===== config.mk =====
export PLATFORM = sky130hd
export DESIGN_NAME = tun_sqrt
export DESIGN_NICKNAME = d
export VERILOG_FILES = /design/src/rtl/core/triangle_unit_normal_defines.svh /design/src/rtl/core/tun_pkg.sv /design/src/rtl/core/tun_sqrt.sv
export SDC_FILE = /design/constraint.sdc
export NUM_CORES = 1
export LEC_CHECK = 0
export BUFFER_PORTS_ARGS = -buffer_cell sky130_fd_sc_hd__buf_2
export CAP_MARGIN = 20
export CORE_ASPECT_RATIO = 1.1
export CORE_MARGIN = 4
export CORE_UTILIZATION = 50
export DETAILED_ROUTE_END_ITERATION = 16
export GPL_ROUTABILITY_DRIVEN = 0
export PLACE_DENSITY = 0.8
export SLEW_MARGIN = 0
export SYNTH_ARGS = -nofsm -noshare
export SYNTH_HDL_FRONTEND = slang
export SYNTH_SLANG_ARGS = --single-unit

===== constraint.sdc =====
create_clock -name clock -period 2.6 [get_ports clock]
set_clock_uncertainty 0.05 [all_clocks]
set_input_delay 0.26 -clock clock [delete_from_list [all_inputs] [get_ports clock]]
set_output_delay 0.26 -clock clock [all_outputs]
set_load 0.02 [all_outputs]

===== src/rtl/core/triangle_unit_normal_defines.svh =====
// Assertion macros for the triangle unit normal block.
`ifndef TRIANGLE_UNIT_NORMAL_DEFINES_SVH
`define TRIANGLE_UNIT_NORMAL_DEFINES_SVH
`ifndef SYNTHESIS
`define TUN_ASSERT_IMPL(lbl, clk, rst, ante, cons) \
   lbl: assert property (@(posedge clk) disable iff (rst) (ante) |-> (cons)) \
      else $error("tun assertion failed");
`define TUN_ASSERT_NEXT(lbl, clk, rst, ante, cons) \
   lbl: assert property (@(posedge clk) disable iff (rst) (ante) |=> (cons)) \
      else $error("tun assertion failed");
`else
`define TUN_ASSERT_IMPL(lbl, clk, rst, ante, cons)
`define TUN_ASSERT_NEXT(lbl, clk, rst, ante, cons)
`endif
`endif


===== src/rtl/core/tun_pkg.sv =====
// Shared widths, stage counts and beat types of the triangle unit normal block.
package tun_pkg;
   localparam int COORD_W    = 16;
   localparam int EDGE_W     = 17;
   localparam int PROD_W     = 34;
   localparam int CROSS_W    = 35;
   localparam int MAG_W      = 34;
   localparam int HALF_W     = 17;
   localparam int SQ_W       = 68;
   localparam int QUO_W      = 31;
   localparam int RAD_W      = 32;
   localparam int ROOT_W     = 16;
   localparam int SQRT_REM_W = 18;
   localparam int OUT_W      = 16;
   localparam int MAG_OUT_W  = 15;

   localparam int FRONT_STAGES = 6;
   localparam int DIV_STEPS    = QUO_W;
   localparam int SQRT_STEPS   = ROOT_W;
   localparam int PIPE_LAT     = FRONT_STAGES + DIV_STEPS + SQRT_STEPS + 1;

   typedef struct packed {
      logic signed [COORD_W-1:0] ax;
      logic signed [COORD_W-1:0] ay;
      logic signed [COORD_W-1:0] az;
      logic signed [COORD_W-1:0] bx;
      logic signed [COORD_W-1:0] by_coord;
      logic signed [COORD_W-1:0] bz;
      logic signed [COORD_W-1:0] cx;
      logic signed [COORD_W-1:0] cy;
      logic signed [COORD_W-1:0] cz;
   } req_type;

   typedef struct packed {
      logic signed [OUT_W-1:0] nx;
      logic signed [OUT_W-1:0] ny;
      logic signed [OUT_W-1:0] nz;
      logic                    degenerate;
   } rsp_type;

   typedef struct packed {
      logic neg;
      logic degen;
   } tag_type;

   typedef struct packed {
      logic [SQ_W-1:0] c2;
      tag_type         tag;
   } comp_type;

   typedef struct packed {
      logic            valid;
      logic [SQ_W-1:0] s;
      comp_type [2:0]  comp;
   } front_type;
endpackage


===== src/rtl/core/tun_sqrt.sv =====
// Digit-by-digit integer square root, one root bit per stage.
module tun_sqrt (
   input  logic                          clock,
   input  logic                          reset,
   input  logic                          in_valid,
   input  logic [tun_pkg::RAD_W-1:0]     in_rad,
   input  tun_pkg::tag_type              in_tag,
   output logic                          out_valid,
   output logic [tun_pkg::ROOT_W-1:0]    out_root,
   output tun_pkg::tag_type              out_tag
);
   localparam int N   = tun_pkg::SQRT_STEPS;
   localparam int RW  = tun_pkg::SQRT_REM_W;
   localparam int CW  = RW + 2;

   logic [N-1:0]                  vld_ff, vld_in;
   logic [RW-1:0]                 rem_ff [N], rem_in [N];
   logic [tun_pkg::ROOT_W-1:0]    root_ff [N], root_in [N];
   logic [tun_pkg::RAD_W-1:0]     rad_ff [N], rad_in [N];
   tun_pkg::tag_type              tag_ff [N], tag_in [N];

   always_comb begin
      logic [RW-1:0]                 rem_prev;
      logic [tun_pkg::ROOT_W-1:0]    root_prev;
      logic [tun_pkg::RAD_W-1:0]     rad_prev;
      logic [CW-1:0]                 cur, trial, diff;
      logic                          take;

      vld_in = {vld_ff[N-2:0], in_valid};
      for (int k = 0; k < N; k++) begin
         if (k == 0) begin
            rem_prev  = '0;
            root_prev = '0;
            rad_prev  = in_rad;
            tag_in[k] = in_tag;
         end else begin
            rem_prev  = rem_ff[k-1];
            root_prev = root_ff[k-1];
            rad_prev  = rad_ff[k-1];
            tag_in[k] = tag_ff[k-1];
         end
         cur        = {rem_prev, rad_prev[tun_pkg::RAD_W-1 -: 2]};
         trial      = {{(CW-tun_pkg::ROOT_W-2){1'b0}}, root_prev, 2'b01};
         diff       = cur - trial;
         take       = cur >= trial;
         rem_in[k]  = take ? diff[RW-1:0] : cur[RW-1:0];
         root_in[k] = {root_prev[tun_pkg::ROOT_W-2:0], take};
         rad_in[k]  = rad_prev << 2;
      end
   end

   always_ff @(posedge clock) begin
      if (reset) begin
         vld_ff <= '0;
      end else begin
         vld_ff <= vld_in;
      end
      rem_ff  <= rem_in;
      root_ff <= root_in;
      rad_ff  <= rad_in;
      tag_ff  <= tag_in;
   end

   assign out_valid = vld_ff[N-1];
   assign out_root  = root_ff[N-1];
   assign out_tag   = tag_ff[N-1];
endmodule


### After elaboration in Yosys (flattened, before gate mapping)

Index checks and enable logic that the tools add are counted.

* $add $sub $neg: 15
* $lt $le $gt $ge: 16
* mux-type cells: 15

Operator list (number)
* 18-bit 2-to-1 mux: 14
* 20-bit by 10-bit >= comparator with 1-bit output: 1
* 20-bit by 11-bit >= comparator with 1-bit output: 1
* 20-bit by 12-bit >= comparator with 1-bit output: 1
* 20-bit by 13-bit >= comparator with 1-bit output: 1
* 20-bit by 14-bit >= comparator with 1-bit output: 1
* 20-bit by 15-bit >= comparator with 1-bit output: 1
* 20-bit by 16-bit >= comparator with 1-bit output: 1
* 20-bit by 17-bit >= comparator with 1-bit output: 1
* 20-bit by 3-bit >= comparator with 1-bit output: 1
* 20-bit by 4-bit >= comparator with 1-bit output: 1
* 20-bit by 5-bit >= comparator with 1-bit output: 1
* 20-bit by 6-bit >= comparator with 1-bit output: 1
* 20-bit by 7-bit >= comparator with 1-bit output: 1
* 20-bit by 8-bit >= comparator with 1-bit output: 1
* 20-bit by 9-bit >= comparator with 1-bit output: 1
* 18-bit by 10-bit subtractor with 18-bit output: 1
* 18-bit by 11-bit subtractor with 18-bit output: 1
* 18-bit by 12-bit subtractor with 18-bit output: 1
* 18-bit by 13-bit subtractor with 18-bit output: 1
* 18-bit by 14-bit subtractor with 18-bit output: 1
* 18-bit by 15-bit subtractor with 18-bit output: 1
* 18-bit by 16-bit subtractor with 18-bit output: 1
* 18-bit by 3-bit subtractor with 18-bit output: 1
* other kinds (9): 9

* register bits after elaboration: 679
* input bits: 37
* logic and storage cells: 126

### Logic depth before layout (Yosys ltp)

* depth in word-level cells: 2
* mapped depth: 12

### Worst setup path before layout

No wires, ideal clock.

* path type: flip-flop to flip-flop
* start point: register root_ff[32] (netlist bit)
* end point: register rem_ff[28] (netlist bit)
* data arrival time: 2.435 ns
* required time: 2.429 ns
* slack: -0.005 ns
* cell stages (with the launch flop): 11
* path buffers: 1
* path through: dfxtp_1 inv_1 ha_1 nor2b_1 o21ai_0 a21oi_1 o31ai_1 a211oi_1 nor2_2 buf_4 mux2_2

RTL lines
* start: declaration: RTL line tun_sqrt.sv:18 `logic [tun_pkg::ROOT_W-1:0] root_ff [N], root_in [N];`
* start signal: assignment: RTL line tun_sqrt.sv:59 `root_ff <= root_in;`
* end signal: assignment: RTL line tun_sqrt.sv:58 `rem_ff <= rem_in;`
* end: declaration: RTL line tun_sqrt.sv:17 `logic [RW-1:0] rem_ff [N], rem_in [N];`

==> results.toml <==
[logic_synthesis]
synth.avg_cell_area_um2 = 10.5
synth_most_common_cell = "dfxtp_1"
synthTopCellsByCount = "674 x dfxtp_1, 196 x inv_1, 153 x ha_1, 138 x nor2_1, 136 x nand2_1"
synthCells = 2274
async_reset_ff_share_pct = 0
synthTopCellsByArea = "dfxtp_1 56%, ha_1 8.0%, xnor2_1 3.8%"
synth_edf_count = 0
synth_area_um2 = 24000
ys_warn_count = 0
ys_seq_area_share_pct = 56.3
yosysTopAreaCell = "dfxtp_1"
synth_ff_type = "dfxtp_1"
yosys.area.top_type_share_pct = 56.3
syn_nets = 2464
synth_cell_types = 81
synth_seq_cells = 674

[die]
rows = 83
die_h_um = 238
die-area_um2 = 51500
core_um2 = 47000
dieWidth_um = 217
ios = 56
initial_core_util_pct = 51.0

[place]
place_area_um2 = 25200
place_ws_ps = -16.8
port_buffers = 55
placed_cells = 2964
dpl.hpwl_mm = 31.0

[cells_and_area]
drive_gt1_share_pct = 13.0
n_fill_cell = 3635
areaGrowthSynthToFinish_pct = 17.5
fin_cells = 3128
diodes = 0
postLayoutCellArea_um2 = 28200
nNetsFinal = 2628

[critical_path]
crit_fanout = 5
criticalPathCategory = "flip-flop to flip-flop"
cp.arrival_ps = 2970
rr_startpoint = "root_ff[54]$_DFF_P_"
crit_path_end_kind = "flip-flop"
cp-startpoint = "root_ff[54]$_DFF_P_"
crit_required_ps = 3010
r2r_slack_ps = 30
ff2ff_path_depth = 10
cp-start-kind = "flip-flop"
worstReg2RegEnd = "rem_ff[47]$_DFF_P_"

[timing]
setup_tns_ps = 0
tightestPinTransition_ps = 596
finalSetupViolations = 0
period_needed_ps = 2570
slew_viol_final = 0
hold_violations = 0
max_freq_mhz = 390
finalCritPeriodShare_pct = 98.7
setup_ws_ps = 34.7
maxSlewHeadroom_pct = 59.9
hold_ws_ps = 240

[routing]
ant_nets = 0
vias = 16200
vias_per_cell = 5.17
drt_iter0_drc = 753
drc_errors = 0
wl_per_cell_um = 14.2
drtPass1Iterations = 8
wirelength_mm = 44.3

[grt]
grt_start_max_net_pins = 25
grt_pass1_vias = 16400
overflow = 0
antenna_found_initial = 0
gr-usage-all-layers_pct = 16.6
grt_pass1_wl_mm = 72.8

[power]
p_comb_share_pct = 18.7
intPower_mw = 20.7
total_leakage_power_nw = 13.0
swShare_pct = 27.7
p_seq_share_pct = 46.3
ir_drop_v = 0.000593
switchingPower_mw = 7.91
p_clk_share_pct = 34.9
powerDensity_nw_per_um2 = 1020

[run]
maxCapViolCount = 0

[clock_tree]
cts_tree = "yes"
clock_tree.buffer_depth = 3
cts_max_level = 3
insertion_delay_ps = 600
numCtsBuffers = 67
clock-root-buffer = "clkbuf_16"
clkTransAtPathRegs_ps = 60
cts_sinks = 674

[min_path]
worstHoldEndpoint = "rad_ff[501]$_DFF_P_"
holdCritStartpoint = "in_rad[19]"
hold_path_depth = 2
min_path_type = "input pin to flip-flop"

[run_status]
status = "finished, final reports clean"
placed cells by master (no fill, tap or decap), types with 36 or more instances in the layout:
cell type / netlist / final
a21oi_1: 102 / 97
buf_2: 9 / 55
buf_4: 20 / 45
clkbuf_16: 0 / 68
dfxtp_1: 674 / 672
dlygate4sd3_1: 0 / 38
ha_1: 153 / 145
inv_1: 196 / 196
mux2_2: 36 / 36
nand2_1: 136 / 136
nor2_1: 138 / 137
nor2b_1: 41 / 41
nor3_1: 61 / 55
o21a_1: 37 / 37
o21ai_0: 126 / 119
xnor2_1: 103 / 103
xor2_1: 72 / 72
cells by family after synthesis:
family,after synthesis,share of synthesized area (%)
compound gates,413,10.8
simple gates,567,12.1
fa+ha+maj,153,7.99
mux,47,2.18
flops,674,56.3
other cells,1,0.0156
xor+xnor,175,6.39
buf+inv,244,4.24
power by group through the flow:
stage | combinational, mW | clock, mW | sequential, mW
finish | 5.36 | 9.99 | 13.3
global route | 5.97 | 10.7 | 13.4
CTS | 5.18 | 10.2 | 13.2
detailed placement | 5.05 | 0 | 13.4
global placement | 4.83 | 0 | 13.4
floorplan | 4.03 | 0 | 13.0
metal layers:
metal | vias to the layer above | track usage (%) | part of all wire (%)
li1 | 8058 | - | -
met1 | 7577 | 17.5 | 39
met2 | 393 | 31.9 | 53
met3 | 132 | 2.98 | 4.0
met4 | 0 | 7.88 | 3.7
met5 | - | 0 | 0
worst max-delay path, cell delays in order, from the launching register on:
cell       delay (ps)
dfxtp_1           360
inv_1              60
ha_2              380
nand4_1           170
o21ai_1           210
a211oi_2           80
a2111oi_1         350
buf_4             180
o22ai_2           120
inv_1             130
mux2_2            340
how the worst max path moves through the flow:
stage,end,depth (start not counted)
final,rem_ff[47]$_DFF_P_,10
after floorplan,rem_ff[28]$_DFF_P_,10
after global routing,rem_ff[86]$_DFF_P_,9
after detailed placement,rem_ff[71]$_DFF_P_,10
after CTS,rem_ff[47]$_DFF_P_,10
after global placement,rem_ff[68]$_DFF_P_,10
cell type report:
| type | count | area [um2] | share of cell area, % |
|---|---|---|---|
| Sequential cell | 674 | 13500 | 47.9 |
| Tap cell | 637 | 797 | 2.83 |
| Multi-Input combinational cell | 1356 | 9710 | 34.4 |
| Clock inverter | 31 | 425 | 1.51 |
| Clock buffer | 91 | 1940 | 6.88 |
| Inverter | 197 | 739 | 2.62 |
| Timing Repair Buffer | 142 | 1070 | 3.81 |
through the flow:
step / total power [mW] / utilization, %
after floorplan: 17.1 / -
after global placement: 18.2 / 53.5
after detailed placement: 18.5 / 53.5
after CTS: 28.7 / 59.4
after global routing: 30.1 / 59.9
final: 28.6 / 59.9
registers in the layout (all words and copies together), names as in the netlist:
| register | cells |
|---|---|
| rad_ff | 240 |
| vld_ff | 16 |
| out_root | 16 |
| root_ff | 120 |
| rem_ff | 250 |
| out_tag | 2 |
| tag_ff | 30 |
what timing repair did:
item                       CTS  global route
setup endpoints to repair   11            83
hold buffers                38             0
gates cloned                 0             0
hold endpoints to repair    51             0
pin swaps                    4            10
resized for setup            5            52
setup buffers                0             4
(Power assumes the default switching activity.)
